File: src/rtl/pfd_pkg.sv
// Shared constants, codes and control types for the pressure frame deframer.
package pfd_pkg;

  // Frame marker bytes
  localparam logic [7:0] START_MARK = 8'hAA;
  localparam logic [7:0] END_MARK   = 8'h00;
  localparam logic [7:0] TYPE_MARK  = 8'h08;

  // Byte offsets inside a frame
  localparam int OFS_TYPE  = 3;
  localparam int OFS_ID_HI = 6;
  localparam int OFS_ID_LO = 7;
  localparam int OFS_CHAN  = 8;
  localparam int OFS_V_HI  = 9;
  localparam int OFS_V_LO  = 10;

  // Conversion: SCALE_NUM / (v + 1) - SCALE_OFS
  localparam int          DIV_BITS  = 22;
  localparam int          DIV_CNT_W = 5;
  localparam logic [21:0] SCALE_NUM = 22'd4000000;
  localparam logic [22:0] SCALE_OFS = 23'd1000;

  // Register map
  localparam int          CFG_ADDR_W      = 3;
  localparam logic [0:0]  REG_EXPECTED_ID = 1'b0;
  localparam logic [15:0] ID_RESET        = 16'd2027;

  typedef enum logic [1:0] {
    ST_IDLE,
    ST_SCAN,
    ST_DIV,
    ST_DONE
  } pfd_state_t;

  // Controller to datapath
  typedef struct packed {
    logic push;       // append accepted word to the window
    logic drop;       // bad end: drop start word, shift in accepted word
    logic clear;      // empty the window
    logic shift;      // drop head word while rescanning
    logic div_start;  // latch frame fields, start divide, empty window
    logic div_step;   // one quotient bit
    logic load_out;   // move result into the output register
  } pfd_cmd_t;

  // Datapath to controller
  typedef struct packed {
    logic full;       // window holds a frame minus its last word
    logic byte_end;   // input word is the end mark
    logic frame_ok;   // type, id and channel checks pass
    logic scan_done;  // window empty or head is a start mark
    logic div_last;   // current divide step is the last
    logic out_full;   // output register still holds a word
  } pfd_stat_t;

endpackage

File: src/rtl/pfd_in_if.sv
// Input byte channel: valid/ready handshake with one received byte.
interface pfd_in_if;
  logic       valid;
  logic       ready;
  logic [7:0] rx_byte;

  modport source (output valid, output rx_byte, input ready);
  modport sink   (input valid, input rx_byte, output ready);
endinterface

File: src/rtl/pfd_out_if.sv
// Result channel: valid/ready handshake with channel and converted pressure.
interface pfd_out_if;
  logic               valid;
  logic               ready;
  logic        [3:0]  channel;
  logic signed [22:0] pressure_value;

  modport source (output valid, output channel, output pressure_value, input ready);
  modport sink   (input valid, input channel, input pressure_value, output ready);
endinterface

File: src/rtl/pressure_frame_deframer.sv
// Pressure frame deframer top level: channels, register port, controller and datapath.
//
// Takes one received byte per word on in_ch and finds frames that start with 0xAA and
// end with 0x00; a frame whose type, id and channel check out yields one word on out_ch
// with the channel and 4000000/(v+1)-1000. Bytes are taken one per cycle while a frame
// is being gathered. When a frame passes its checks, the input stalls while the
// one-bit-per-cycle restoring divider runs and the output register is loaded; the
// load waits while that register holds an untaken word. When a candidate has a bad
// end byte, the window is rescanned one byte per cycle for the next start mark while
// the input stalls. expected_id is at APB byte addresses 0 to 3, reset 2027.
module pressure_frame_deframer import pfd_pkg::*; #(
  parameter int FRAME_BYTES = 16,
  parameter int CHANNELS    = 12
) (
  input  logic                  clk,
  input  logic                  rst_n,
  pfd_in_if.sink                in_ch,
  pfd_out_if.source             out_ch,
  input  logic                  psel,
  input  logic                  penable,
  input  logic                  pwrite,
  input  logic [CFG_ADDR_W-1:0] paddr,
  input  logic [31:0]           pwdata,
  output logic [31:0]           prdata,
  output logic                  pready
);

  logic [15:0] expected_id_r;
  pfd_cmd_t    cmd;
  pfd_stat_t   stat;
  logic        reg_sel;

  // Register port
  assign pready  = 1'b1;
  assign reg_sel = (paddr[CFG_ADDR_W-1:CFG_ADDR_W-1] == REG_EXPECTED_ID);

  always_ff @(posedge clk) begin
    if (!rst_n) begin
      expected_id_r <= ID_RESET;
    end else if (psel && penable && pwrite && reg_sel) begin
      expected_id_r <= pwdata[15:0];
    end
  end

  assign prdata = reg_sel ? {16'd0, expected_id_r} : 32'd0;

  // Controller
  pfd_ctrl u_ctrl (
    .clk      (clk),
    .rst_n    (rst_n),
    .in_valid (in_ch.valid),
    .stat     (stat),
    .in_ready (in_ch.ready),
    .cmd      (cmd)
  );

  // Datapath
  pfd_dp #(
    .FRAME_BYTES (FRAME_BYTES),
    .CHANNELS    (CHANNELS)
  ) u_dp (
    .clk            (clk),
    .rst_n          (rst_n),
    .cmd            (cmd),
    .rx_byte        (in_ch.rx_byte),
    .expected_id    (expected_id_r),
    .out_ready      (out_ch.ready),
    .stat           (stat),
    .out_valid      (out_ch.valid),
    .channel        (out_ch.channel),
    .pressure_value (out_ch.pressure_value)
  );

endmodule

File: src/rtl/pfd_ctrl.sv
// Deframer controller: sequences byte intake, rescans and the divide.
module pfd_ctrl import pfd_pkg::*; (
  input  logic      clk,
  input  logic      rst_n,
  input  logic      in_valid,
  input  pfd_stat_t stat,
  output logic      in_ready,
  output pfd_cmd_t  cmd
);

  pfd_state_t state_r;
  pfd_state_t state_nxt;

  // State register
  always_ff @(posedge clk) begin
    if (!rst_n) begin
      state_r <= ST_IDLE;
    end else begin
      state_r <= state_nxt;
    end
  end

  // Next state and commands
  always_comb begin
    state_nxt = state_r;
    cmd       = '0;
    in_ready  = 1'b0;
    unique case (state_r)
      ST_IDLE: begin
        in_ready = 1'b1;
        if (in_valid) begin
          priority if (!stat.full) begin
            cmd.push = 1'b1;
          end else if (!stat.byte_end) begin
            cmd.drop  = 1'b1;
            state_nxt = ST_SCAN;
          end else if (stat.frame_ok) begin
            cmd.div_start = 1'b1;
            state_nxt     = ST_DIV;
          end else begin
            cmd.clear = 1'b1;
          end
        end
      end
      ST_SCAN: begin
        // drop words until a start mark heads the window or the window is empty
        if (stat.scan_done) begin
          state_nxt = ST_IDLE;
        end else begin
          cmd.shift = 1'b1;
        end
      end
      ST_DIV: begin
        cmd.div_step = 1'b1;
        if (stat.div_last) begin
          state_nxt = ST_DONE;
        end
      end
      ST_DONE: begin
        if (!stat.out_full) begin
          cmd.load_out = 1'b1;
          state_nxt    = ST_IDLE;
        end
      end
      default: state_nxt = ST_IDLE;
    endcase
  end

`ifndef SYNTHESIS
  // The divide always runs its full length before the result is handed over
  a_div_to_done: assert property (@(posedge clk) disable iff (!rst_n)
    (state_r == ST_DIV && stat.div_last) |=> (state_r == ST_DONE))
    else $error("divide did not finish into the done state");
`endif

endmodule

File: src/rtl/pfd_dp.sv
// Deframer datapath: byte window, frame checks, serial divider, output register.
module pfd_dp import pfd_pkg::*; #(
  parameter int FRAME_BYTES = 16,
  parameter int CHANNELS    = 12
) (
  input  logic               clk,
  input  logic               rst_n,
  input  pfd_cmd_t           cmd,
  input  logic        [7:0]  rx_byte,
  input  logic        [15:0] expected_id,
  input  logic               out_ready,
  output pfd_stat_t          stat,
  output logic               out_valid,
  output logic        [3:0]  channel,
  output logic signed [22:0] pressure_value
);

  localparam int W  = FRAME_BYTES - 1;
  localparam int FW = $clog2(FRAME_BYTES);

  logic [7:0]    win_r [W];
  logic [FW-1:0] fill_r;

  logic [16:0]          d_r;
  logic [16:0]          rem_r;
  logic [DIV_BITS-1:0]  q_r;
  logic [DIV_CNT_W-1:0] cnt_r;
  logic [3:0]           chan_r;

  logic               out_valid_r;
  logic        [3:0]  out_chan_r;
  logic signed [22:0] out_p_r;

  logic [17:0] trial;
  logic [17:0] trial_diff;
  logic        trial_lt;

  // Fill count
  always_ff @(posedge clk) begin
    if (!rst_n) begin
      fill_r <= '0;
    end else begin
      priority if (cmd.clear || cmd.div_start) begin
        fill_r <= '0;
      end else if (cmd.push) begin
        if (fill_r != '0 || rx_byte == START_MARK) begin
          fill_r <= fill_r + 1'b1;
        end
      end else if (cmd.shift) begin
        fill_r <= fill_r - 1'b1;
      end
    end
  end

  // Window words: written at the fill point, or shifted down by one
  for (genvar i = 0; i < W; i++) begin : g_win
    always_ff @(posedge clk) begin
      if (cmd.push && fill_r == FW'(i)) begin
        win_r[i] <= rx_byte;
      end else if (cmd.drop || cmd.shift) begin
        if (i < W - 1) begin
          win_r[i] <= win_r[(i < W - 1) ? i + 1 : i];
        end else if (cmd.drop) begin
          win_r[i] <= rx_byte;
        end
      end
    end
  end

  // Status
  always_comb begin
    stat.full      = (fill_r == FW'(W));
    stat.byte_end  = (rx_byte == END_MARK);
    stat.frame_ok  = (win_r[OFS_TYPE] == TYPE_MARK) &&
                     ({win_r[OFS_ID_HI], win_r[OFS_ID_LO]} == expected_id) &&
                     ({1'b0, win_r[OFS_CHAN]} < 9'(CHANNELS));
    stat.scan_done = (fill_r == '0) || (win_r[0] == START_MARK);
    stat.div_last  = (cnt_r == DIV_CNT_W'(DIV_BITS - 1));
    stat.out_full  = out_valid_r;
  end

  // Restoring divide step, one quotient bit per cycle
  assign trial      = {rem_r, q_r[DIV_BITS-1]};
  assign trial_lt   = (trial < {1'b0, d_r});
  assign trial_diff = trial - {1'b0, d_r};

  always_ff @(posedge clk) begin
    if (cmd.div_start) begin
      d_r    <= 17'({win_r[OFS_V_HI], win_r[OFS_V_LO]}) + 17'd1;
      rem_r  <= '0;
      q_r    <= SCALE_NUM;
      cnt_r  <= '0;
      chan_r <= win_r[OFS_CHAN][3:0];
    end else if (cmd.div_step) begin
      rem_r <= trial_lt ? trial[16:0] : trial_diff[16:0];
      q_r   <= {q_r[DIV_BITS-2:0], ~trial_lt};
      cnt_r <= cnt_r + 1'b1;
    end
  end

  // Output register
  always_ff @(posedge clk) begin
    if (!rst_n) begin
      out_valid_r <= 1'b0;
    end else if (cmd.load_out) begin
      out_valid_r <= 1'b1;
    end else if (out_ready) begin
      out_valid_r <= 1'b0;
    end
  end

  always_ff @(posedge clk) begin
    if (cmd.load_out) begin
      out_chan_r <= chan_r;
      out_p_r    <= signed'({1'b0, q_r} - SCALE_OFS);
    end
  end

  assign out_valid      = out_valid_r;
  assign channel        = out_chan_r;
  assign pressure_value = out_p_r;

`ifndef SYNTHESIS
  a_fill_range: assert property (@(posedge clk) disable iff (!rst_n)
    fill_r <= FW'(W))
    else $error("window fill beyond capacity");

  a_load_free: assert property (@(posedge clk) disable iff (!rst_n)
    cmd.load_out |-> !out_valid_r)
    else $error("result loaded over a pending word");

  a_frame_consumed: assert property (@(posedge clk) disable iff (!rst_n)
    cmd.div_start |=> (fill_r == '0))
    else $error("accepted frame left bytes in the window");
`endif

endmodule
File: src/flat_wrapper.sv
// flat-port wrapper written by rule: the top's interface ports become plain ports
module pressure_frame_deframer_flat import pfd_pkg::*;
#(
  parameter int FRAME_BYTES = 16,
  parameter int CHANNELS    = 12
)
  (clk, rst_n, psel, penable, pwrite, paddr, pwdata, prdata, pready, in_ch_valid, in_ch_rx_byte, in_ch_ready, out_ch_valid, out_ch_channel, out_ch_pressure_value, out_ch_ready);
  pfd_in_if in_ch_i ();
  pfd_out_if out_ch_i ();
  input  logic clk;
  input  logic rst_n;
  input  logic psel;
  input  logic penable;
  input  logic pwrite;
  input  logic [CFG_ADDR_W-1:0] paddr;
  input  logic [31:0] pwdata;
  output logic [31:0] prdata;
  output logic pready;
  input wire logic [$bits(in_ch_i.valid)-1:0] in_ch_valid;
  input wire logic [$bits(in_ch_i.rx_byte)-1:0] in_ch_rx_byte;
  output wire logic [$bits(in_ch_i.ready)-1:0] in_ch_ready;
  output wire logic [$bits(out_ch_i.valid)-1:0] out_ch_valid;
  output wire logic [$bits(out_ch_i.channel)-1:0] out_ch_channel;
  output wire logic [$bits(out_ch_i.pressure_value)-1:0] out_ch_pressure_value;
  input wire logic [$bits(out_ch_i.ready)-1:0] out_ch_ready;
  assign in_ch_i.valid = in_ch_valid;
  assign in_ch_i.rx_byte = in_ch_rx_byte;
  assign in_ch_ready = in_ch_i.ready;
  assign out_ch_valid = out_ch_i.valid;
  assign out_ch_channel = out_ch_i.channel;
  assign out_ch_pressure_value = out_ch_i.pressure_value;
  assign out_ch_i.ready = out_ch_ready;
  pressure_frame_deframer #(.FRAME_BYTES(FRAME_BYTES), .CHANNELS(CHANNELS)) u_core (.clk(clk), .rst_n(rst_n), .in_ch(in_ch_i), .out_ch(out_ch_i), .psel(psel), .penable(penable), .pwrite(pwrite), .paddr(paddr), .pwdata(pwdata), .prdata(prdata), .pready(pready));
endmodule
File: config.mk
export PLATFORM = sky130hd
export DESIGN_NAME = pressure_frame_deframer_flat
export DESIGN_NICKNAME = d
export VERILOG_FILES = /design/src/rtl/pfd_pkg.sv /design/src/rtl/pfd_in_if.sv /design/src/rtl/pfd_out_if.sv /design/src/rtl/pressure_frame_deframer.sv /design/src/rtl/pfd_ctrl.sv /design/src/rtl/pfd_dp.sv /design/src/flat_wrapper.sv
export SDC_FILE = /design/constraint.sdc
export NUM_CORES = 1
export LEC_CHECK = 0
export BUFFER_PORTS_ARGS = -buffer_cell sky130_fd_sc_hd__buf_4
export CAP_MARGIN = 20
export CORE_ASPECT_RATIO = 1.75
export CORE_MARGIN = 1
export CORE_UTILIZATION = 35
export CTS_CLUSTER_DIAMETER = 150
export DETAILED_ROUTE_END_ITERATION = 7
export SLEW_MARGIN = 20
export SYNTH_ARGS = -nofsm -noshare
export SYNTH_HDL_FRONTEND = slang
export SYNTH_SLANG_ARGS = --single-unit
File: constraint.sdc
create_clock -name clk -period 2.3 [get_ports clk]
set_input_delay 0.69 -clock clk [delete_from_list [all_inputs] [get_ports clk]]
set_output_delay 0.69 -clock clk [all_outputs]
set_load 0.02 [all_outputs]
==> results of run 1 <==
per-stage QoR:
step           worst slack, ns  util [%]  hold WS (ns)  instance area [sq um]  total power, mW
2_1_floorplan          -0.0339         -         0.400                  11000             5.25
3_3_place_gp            -0.276      41.1         0.424                  12600             5.56
3_5_place_dp            -0.292      41.1         0.413                  12600             5.59
4_1_cts                 -0.101      43.8         0.366                  13500             9.47
5_1_grt                 -0.265      45.2         0.379                  13900             9.71
6_report                -0.209      45.2         0.380                  13900             9.39
power groups by stage:
| stage | logic [mW] | clock network (mW) | registers, mW |
|---|---|---|---|
| floorplan | 0.444 | 0 | 4.80 |
| global placement | 0.742 | 0 | 4.82 |
| detailed placement | 0.760 | 0 | 4.83 |
| CTS | 0.763 | 3.97 | 4.73 |
| global route | 0.856 | 4.11 | 4.74 |
| finish | 0.780 | 3.88 | 4.73 |
cell usage after synthesis (3+ instances only):
library cell,n
buf_4,30
a22oi_1,3
inv_1,33
or3_1,4
and4_1,3
o31ai_1,3
nor2b_1,22
buf_2,11
and3_1,9
xnor2_1,22
clkbuf_1,20
a21boi_0,8
edfxtp_1,168
nor2_1,44
o21a_1,3
nand2b_1,3
dfxtp_1,67
a21oi_1,33
or4_1,3
nand4_1,11
a211oi_1,4
o21ai_1,3
nor4_1,13
o21ai_0,19
buf_1,3
ha_1,26
a222oi_1,13
xor2_1,41
nand2_2,3
nor3_1,8
nand3b_1,7
nand3_1,22
nand2_1,359
layout make-up:
class	count	area share, %
Clock inverter	16	1.58
Timing Repair Buffer	195	13.1
Multi-Input combinational cell	749	31.1
Tap cell	391	3.52
Inverter	33	0.891
Clock buffer	22	3.88
Sequential cell	235	46.0
worst paths after layout:
path	end	slack, ns	cells after the start
min reg2reg	u_core.u_dp.channel[1]	0.43	0
max	u_core.u_dp.rem_r[12]	-0.21	10
max reg2reg	u_core.u_dp.rem_r[12]	-0.21	10
min	u_core.expected_id_r[8]	0.38	3
state kept, by name, summed over array words and instances, names as in the netlist, 5 cells and up:
register	flops
u_core.u_dp.win_r	120
u_core.expected_id_r	16
u_core.u_dp.cnt_r	5
u_core.u_dp.pressure_value	23
u_core.u_dp.d_r	17
u_core.u_dp.rem_r	17
u_core.u_dp.q_r	22
repair_timing:
action,CTS,global route
cloned,2,7
setup buffers,5,14
hold endpoints to repair,0,0
hold buffers,0,0
pin swaps,7,23
setup endpoints to repair,62,274
gates resized for setup,5,46
worst reg2reg max path, cell delays in order (launching register included):
cell and delay (ns):
edfxtp_1 0.41, ha_4 0.17, inv_2 0.04, fa_2 0.36, a211oi_4 0.24, o21ai_2 0.11
a21oi_4 0.26, o21ai_0 0.21, xor2_1 0.20, a222oi_1 0.33, nor2_1 0.08
kinds of logic (layout without fill, tap and decap cells):
logic type               count (synthesis)  in the layout  share of synthesized area [%]
AND/OR/NAND/NOR                        529            530                           21.5
flip-flops                             235            235                           58.4
AO/OA/AOI/OAI                          109            109                           6.78
buffers and inverters                   99            266                           4.69
XOR/XNOR                                63             63                           5.05
adder cells (fa/ha/maj)                 27             27                           3.16
multiplexers                             3              3                          0.286
other                                    2             17                         0.0687
layer usage:
metal | GRT usage (%) | up-vias
met3 | 1.85 | 53
met4 | 6.67 | 0
met1 | 16.2 | 3890
li1 | - | 3959
met2 | 31.3 | 165
met5 | 0 | -
==> results.yml, run 1 <==
status:
  status: "finished with violations"
  violations: "negative setup slack"
power:
  combPwrFrac_pct: 8.3
  p_seq_share_pct: 50.4
  internal-power_mw: 7.29
  power_density_nw_per_um2: 676
  pwr-share-clk_pct: 41.3
  p_sw_share_pct: 22.3
  p_sw_mw: 2.10
  peakVddDrop_mv: 0.466
  p_leak_nw: 5.68
synthesis:
  synthCells: 1067
  yosysSeqAreaShare_pct: 58.4
  async_flop_share_pct: 0
  synth.distinct_cells: 66
  synth-seq-cells: 235
  synth_top_area_share_pct: 46.2
  synth_edf_count: 168
  ys_warn_count: 0
  ys.flop_type: "edfxtp_1"
  synth_top_area_cell: "edfxtp_1"
  syn_area_per_cell_sq_um: 10.2
  synth_area_leaders: "edfxtp_1 46%, nand2_1 12%, dfxtp_1 12%"
  synth_area_sq_um: 10900
route:
  ant_nets: 0
  drt-met1-wl_microns: 9140
  drt-total-wl_microns: 25700
  route.met3.wl_microns: 860
  num_vias: 8067
  routed_via_density: 4.92
  firstDrtPassIters: 6
  wl_met2_microns: 14800
  maxUsedRoutingLayer: "met4"
  wl_per_cell_microns: 15.7
  drc: 0
  drt_iter0_drc: 469
sta:
  fin_tns_setup_ns: -1.63
  fin_ws_ns: -0.209
  finalHoldViolCount: 0
  worstMarginPinSlew_ns: 0.521
  finalCriticalPeriod_ns: 2.51
  clock-skew-final_ns: 0.00914
  max_freq_mhz: 399
  maxSlewViolCount: 0
  grt_setup_unrepaired: "yes"
  slew_headroom_pct: 65.3
  setup_violations: 40
  period_share_pct: 109
finish:
  final-instance-count-excl-fill: 1641
  fillers: 2853
  drive_above_1_share_pct: 23.6
  mostFrequentLayoutCells: "349 x nand2_1, 168 x edfxtp_1, 166 x buf_4"
  seq_area_sq_um: 6390
  area_growth_pct: 27.2
  nNetsFinal: 1312
  diodes: 0
  final_common_cell: "nand2_1"
  multi_input_area_sq_um: 4320
placed_design:
  dpl.hpwl_microns: 17800
  gp_congestion: 0.833
  dp.cells: 1577
  portBuffers: 76
clock_tree:
  path_clk_slew_ns: 0.07
  root_buffer: "clkbuf_16"
  clockBufferDepth: 3
  cts_sinks: 235
  insertion_delay_ns: 0.52
  cts_tree: "done"
  htreeDepth: 1
  numCtsBuffers: 21
worst_setup_path:
  cpMaxStageDelayCell: "edfxtp_1"
  cp_max_fo: 4
  worstPathCellList: "ha_4, inv_2, fa_2, a211oi_4, o21ai_2, a21oi_4, o21ai_0, xor2_1, a222oi_1, nor2_1"
  start_kind: "register"
  critPathKind: "reg2reg"
  crit_path_start: "u_core.u_dp.d_r[0]"
  endpoint_kind: "register"
  crit_arrival_ns: 2.91
  slowest_delay_ns: 0.41
  worst_ep_required_time_ns: 2.70
  critPathBufInv: 1
  path_delay_family: "compound AO/OA/AOI/OAI gates"
  reg2reg_from: "u_core.u_dp.d_r[0]"
global_route:
  grt_pass1_vias: 8064
  gr-total-overflow: 0
  grt_max_degree: 57
  grt_pass1_wl_microns: 40200
  antenna_found_initial: 0
  track_usage_pct: 15.9
job:
  cap_violations: 0
floorplanning:
  start_util_pct: 35.6
  die_x_microns: 136
  coreArea_sq_um: 30700
  ios: 112
  dieArea_sq_um: 32000
  rows: 85
  die_y_microns: 236
min_path:
  hp-class: "in2reg"
  hold_start: "pwdata[8]"
Note: power is estimated with default switching activity, not from simulation.
==> run 2, diff against run 1 <==
--- a/config.mk
+++ b/config.mk
@@ -5,6 +5,7 @@
 export SDC_FILE = /design/constraint.sdc
 export NUM_CORES = 1
 export LEC_CHECK = 0
+export ABC_AREA = 1
 export BUFFER_PORTS_ARGS = -buffer_cell sky130_fd_sc_hd__buf_4
 export CAP_MARGIN = 20
 export CORE_ASPECT_RATIO = 1.75
==> results.yml, run 2 <==
status:
  status: "finished with violations"
  violations: "design-rule violations"
min_path:
  hp-class: "in2reg"
  holdPathStages: 3
  hold_start: "pwdata[5]"
  min_delay_worst_endpoint: "u_core.expected_id_r[5]"
worst_setup_path:
  reg2reg_from: "u_core.u_dp.q_r[21]"
  timing.reg2reg.setup_slack_ns: 0.19
  r2r-end: "u_core.u_dp.rem_r[14]"
  crit_path_start: "u_core.u_ctrl.state_r[0]"
  crit_arrival_ns: 1.54
  reg2reg_depth: 14
  worst_ep_required_time_ns: 1.61
  start_kind: "register"
  cp_max_fo: 5
  endpoint_kind: "output pin"
  critPathKind: "reg2out"
power:
  peakVddDrop_mv: 0.509
  power_density_nw_per_um2: 811
  power_mw: 11.1
  p_leak_nw: 5.99
floorplanning:
  ios: 112
  start_util_pct: 35.7
  rows: 87
  die_y_microns: 242
  coreArea_sq_um: 32300
  die_x_microns: 139
  dieArea_sq_um: 33700
clock_tree:
  numCtsBuffers: 23
  root_buffer: "clkbuf_16"
  clockBufferDepth: 3
  insertion_delay_ns: 0.54
  path_clk_slew_ns: 0.07
  cts_tree: "done"
  hold_buffers: 0
  cts-resized-gates: 0
  post-cts-setup-buffers: 0
  cts_sinks: 235
  htreeDepth: 1
finish:
  drive_above_1_share_pct: 15.2
  diodes: 0
  multi_input_area_sq_um: 4290
  final_common_cell: "nand2_1"
  mostFrequentLayoutCells: "406 x nand2_1, 168 x edfxtp_1, 147 x inv_1"
  final-instance-count-excl-fill: 1851
  fillers: 3176
  nNetsFinal: 1511
  largest_register: "u_core.u_dp.win_r"
  post-route-cell-area_sq_um: 13700
  area_growth_pct: 18.7
  largest_reg_flops: 120
  seq_area_sq_um: 6390
global_route:
  grt_use_met3_pct: 1.56
  met2_usage_pct: 32.4
  grt.busiest_layer: "met2"
  gr-total-overflow: 0
  grt_max_degree: 44
  track_usage_pct: 16.3
  grt_util_met1_pct: 15.5
  antenna_found_initial: 0
  grt_pass1_vias: 8702
  grt_pass1_wl_microns: 43100
route:
  firstDrtPassIters: 7
  routed_via_density: 4.75
  drt_iter0_drc: 469
  ant_nets: 0
  num_vias: 8791
  drc: 5
  wl_per_cell_microns: 14.6
  drt-total-wl_microns: 27100
placed_design:
  placed_area_sq_um: 13000
  portBuffers: 76
  dpl.hpwl_microns: 20700
  dp.cells: 1809
  gp_congestion: 0.907
sta:
  clock-skew-final_ns: 0.0226
  maxSlewViolCount: 0
  period_share_pct: 96.9
  max_freq_mhz: 449
  fin_tns_setup_ns: 0
  setup_violations: 0
  finalHoldViolCount: 0
  grt_setup_unrepaired: "no"
  finalCriticalPeriod_ns: 2.23
job:
  cap_violations: 0
synthesis:
  ys_warn_count: 0
  synth.distinct_cells: 42
  synth_common_cells: "406 x nand2_1, 168 x edfxtp_1, 148 x inv_1"
  synth-seq-cells: 235
  yosysSeqAreaShare_pct: 55.4
  synth_top_area_share_pct: 43.7
  synth_most_common_cell: "nand2_1"
  synthCells: 1302
  synth_area_leaders: "edfxtp_1 44%, nand2_1 13%, dfxtp_1 12%"
  synth_top_area_cell: "edfxtp_1"
  ys.flop_type: "edfxtp_1"
  async_flop_share_pct: 0
  synth_edf_count: 168
  syn_area_per_cell_sq_um: 8.86
  synth_area_sq_um: 11500
-- run 2: worst max path at each step --
stage                                     to  slack [ns]
detailed placement        u_core.u_dp.d_r[4]        -0.1
global route            u_core.u_dp.rem_r[2]       0.008
global placement          u_core.u_dp.d_r[3]       -0.08
finish                           in_ch_ready        0.07
CTS                              in_ch_ready        0.06
floorplan           u_core.u_dp.win_r[1][40]       -0.03
-- run 2: layer usage --
| metal | share of wire, % | vias up |
|---|---|---|
| li1 | - | 4436 |
| met1 | 35 | 4063 |
| met2 | 55 | 205 |
| met3 | 3.3 | 87 |
| met4 | 6.3 | 0 |
| met5 | 0 | - |
-- run 2: cells by family (layout without fill, tap and decap cells) --
kind of cell	count (synthesis)	after routing	synth area share, %
and+or+nand+nor	664	664	24.3
xor gates and xnor gates	50	50	3.80
other	2	17	0.0651
buffers and inverters	209	343	8.06
AOI/OAI and AO/OA	115	115	5.40
DFF	235	235	55.4
adders and majority gates	27	27	2.99
-- run 2: area by class of cell --
| cell class | count | share of cell area (%) |
|---|---|---|
| clock buffer | 28 | 4.42 |
| clock inverter | 14 | 0.786 |
| inverter | 152 | 4.19 |
| multi-input combinational | 873 | 31.4 |
| sequential | 235 | 46.7 |
| tap | 400 | 3.66 |
| timing repair buffer | 149 | 8.91 |
-- run 2: through the flow --
step	utilization (%)	setup slack [ns]	hold slack, ns
final	42.3	0.0721	0.361
after global routing	42.3	0.00850	0.361
after CTS	42.3	0.0628	0.331
after detailed placement	40.1	-0.0971	0.455
after global placement	40.1	-0.0841	0.462
after floorplan	-	-0.0345	0.400
-- run 2: worst max-delay path, stage by stage (launching register included) --
cell,delay [ns]
dfxtp_1,0.32
inv_1,0.20
nand2_1,0.14
inv_1,0.16
buf_4,0.17
-- run 2: power by group --
part | switching [mW] | total [mW] | internal [mW]
Sequential | 0.250 | 5.34 | 5.09
Combinational | 1.34 | 2.13 | 0.788
Clock | 1.63 | 3.63 | 2.00
==> run 3, diff against run 2 <==
--- a/config.mk
+++ b/config.mk
@@ -8,11 +8,14 @@
 export ABC_AREA = 1
 export BUFFER_PORTS_ARGS = -buffer_cell sky130_fd_sc_hd__buf_4
 export CAP_MARGIN = 20
+export CELL_PAD_IN_SITES_DETAIL_PLACEMENT = 2
+export CELL_PAD_IN_SITES_GLOBAL_PLACEMENT = 2
 export CORE_ASPECT_RATIO = 1.75
 export CORE_MARGIN = 1
-export CORE_UTILIZATION = 35
+export CORE_UTILIZATION = 33
 export CTS_CLUSTER_DIAMETER = 150
 export DETAILED_ROUTE_END_ITERATION = 7
+export PLACE_DENSITY_LB_ADDON = 0.1
 export SLEW_MARGIN = 20
 export SYNTH_ARGS = -nofsm -noshare
 export SYNTH_HDL_FRONTEND = slang
==> constraint.sdc (replaced) <==
create_clock -name clk -period 2.3 [get_ports clk]
set_input_delay 0.23 -clock clk [delete_from_list [all_inputs] [get_ports clk]]
set_output_delay 0.23 -clock clk [all_outputs]
set_load 0.02 [all_outputs]
==> results.yml, run 3 (same netlist as run 2, synthesis figures left out) <==
clock_tree:
  clockBufferDepth: 3
  cts_sinks: 235
  insertion_delay_ns: 0.54
  htreeDepth: 1
  cts_tree: "done"
  root_buffer: "clkbuf_16"
  path_clk_slew_ns: 0.06
  numCtsBuffers: 26
floorplanning:
  die_x_microns: 143
  start_util_pct: 33.5
  ios: 112
  rows: 90
  coreArea_sq_um: 34500
  dieArea_sq_um: 35700
  die_y_microns: 249
worst_setup_path:
  crit_end: "u_core.u_dp.win_r[0][34]"
  reg2reg_from: "u_core.u_dp.fill_r[1]"
  worstPathCellList: "buf_4, inv_1, ha_2, inv_2, nor2_4, nor3_4, nand2_2, nand2_4, inv_6, buf_12, buf_4, nand2_4, nand2_1"
  cp_max_fo: 9
  crit_path_start: "u_core.u_dp.fill_r[1]"
  endpoint_kind: "register"
  crit_cells: 13
  reg2reg_depth: 13
  r2r-end: "u_core.u_dp.win_r[0][34]"
  start_kind: "register"
  cpMaxStageDelayCell: "dfxtp_2"
  worst_ep_required_time_ns: 2.59
  timing.reg2reg.setup_slack_ns: 0.04
  critPathBufInv: 6
  path_delay_family: "simple AND/OR/NAND/NOR gates"
  critPathKind: "reg2reg"
  slowest_delay_ns: 0.33
  crit_arrival_ns: 2.55
route:
  ant_nets: 0
  num_vias: 9365
  routed_via_density: 4.80
  firstDrtPassIters: 4
  drc: 0
  drt_iter0_drc: 356
  wl_per_cell_microns: 18.5
  drt-total-wl_microns: 36200
placed_design:
  portBuffers: 76
  dpl.hpwl_microns: 26500
  placed_area_sq_um: 13100
  gp_congestion: 0.830
finish:
  diodes: 0
  area_growth_pct: 25.5
  fillers: 3901
  post-route-cell-area_sq_um: 14500
  multi_input_area_sq_um: 4400
  final_common_cell: "nand2_1"
  nNetsFinal: 1549
  mostFrequentLayoutCells: "401 x nand2_1, 168 x edfxtp_1, 146 x inv_1"
  largest_register: "u_core.u_dp.win_r"
  final_core_util_pct: 42.0
  largest_reg_flops: 120
  drive_above_1_share_pct: 17.1
  seq_area_sq_um: 6390
global_route:
  grt_pass1_wl_microns: 55600
  track_usage_pct: 20.6
  gr-total-overflow: 0
  grt_max_degree: 46
  antenna_found_initial: 0
  grt_pass1_vias: 10481
sta:
  maxSlewViolCount: 0
  finalCriticalPeriod_ns: 2.26
  max_freq_mhz: 443
  setup_violations: 0
  period_share_pct: 98.2
  grt_setup_unrepaired: "yes"
  fin_tns_setup_ns: 0
  finalHoldViolCount: 0
  clock-skew-final_ns: 0.0121
power:
  p_leak_nw: 6.29
  power_density_nw_per_um2: 856
  peakVddDrop_mv: 0.650
min_path:
  hp-class: "in2reg"
job:
  cap_violations: 0
status:
  status: "completed"
run 3: worst reg2reg max path, cell delays in order, from the launching register on:
cell     delay, ns
dfxtp_2       0.33
buf_4         0.12
inv_1         0.08
ha_2          0.19
inv_2         0.08
nor2_4        0.07
nor3_4        0.24
nand2_2       0.13
nand2_4       0.12
inv_6         0.08
buf_12        0.16
buf_4         0.17
nand2_4       0.17
nand2_1       0.07
run 3: worst min-delay path by stage:
stage,end,cells past startpoint,from
5_1_grt,u_core.expected_id_r[1],2,rst_n
3_5_place_dp,u_core.u_dp.channel[2],0,u_core.u_dp.chan_r[2]
6_report,u_core.expected_id_r[5],2,rst_n
3_3_place_gp,u_core.u_dp.channel[2],0,u_core.u_dp.chan_r[2]
2_1_floorplan,u_core.u_dp.win_r[1][48],0,in_ch_rx_byte[0]
4_1_cts,u_core.expected_id_r[7],2,rst_n
run 3: report_power, final:
group          internal, mW  leakage (nW)  switching [mW]
Clock                  2.73         0.454            1.76
Sequential             5.09          2.08           0.251
Combinational         0.952          3.76            1.60
run 3: per-stage QoR:
stage	power, mW	hold WS (ns)	setup WS [ns]	cells
2_1_floorplan	6.80	0.329	0.126	1317
3_3_place_gp	7.68	0.403	-0.323	1873
3_5_place_dp	7.80	0.408	-0.371	1873
4_1_cts	12.5	0.000152	0.00248	1947
5_1_grt	13.0	0.0184	-0.0859	1952
6_report	12.4	0.0269	0.0418	1952
run 3: timing repair:
item,CTS,global route
pin swaps,4,4
hold buffers,24,0
cloned,1,3
setup endpoints to repair,231,186
gates resized for setup,11,20
buffers inserted,1,2
hold endpoints to repair,24,0
run 3: final cells by class:
cell class	count	share of cell area, %
timing repair buffer	183	11.2
tap	460	3.98
clock inverter	12	1.18
clock buffer	36	5.18
inverter	152	3.98
multi-input combinational	874	30.4
sequential	235	44.1
run 3: layer usage:
layer | share of wire, % | up-vias | wire, microns | global-route usage [%]
met5 | 0 | - | 0 | 0
met4 | 3.6 | 0 | 1320 | 6.93
met3 | 2.5 | 60 | 900 | 2.42
met2 | 60 | 119 | 21500 | 43.5
met1 | 34 | 4679 | 12400 | 19.4
li1 | - | 4507 | - | -
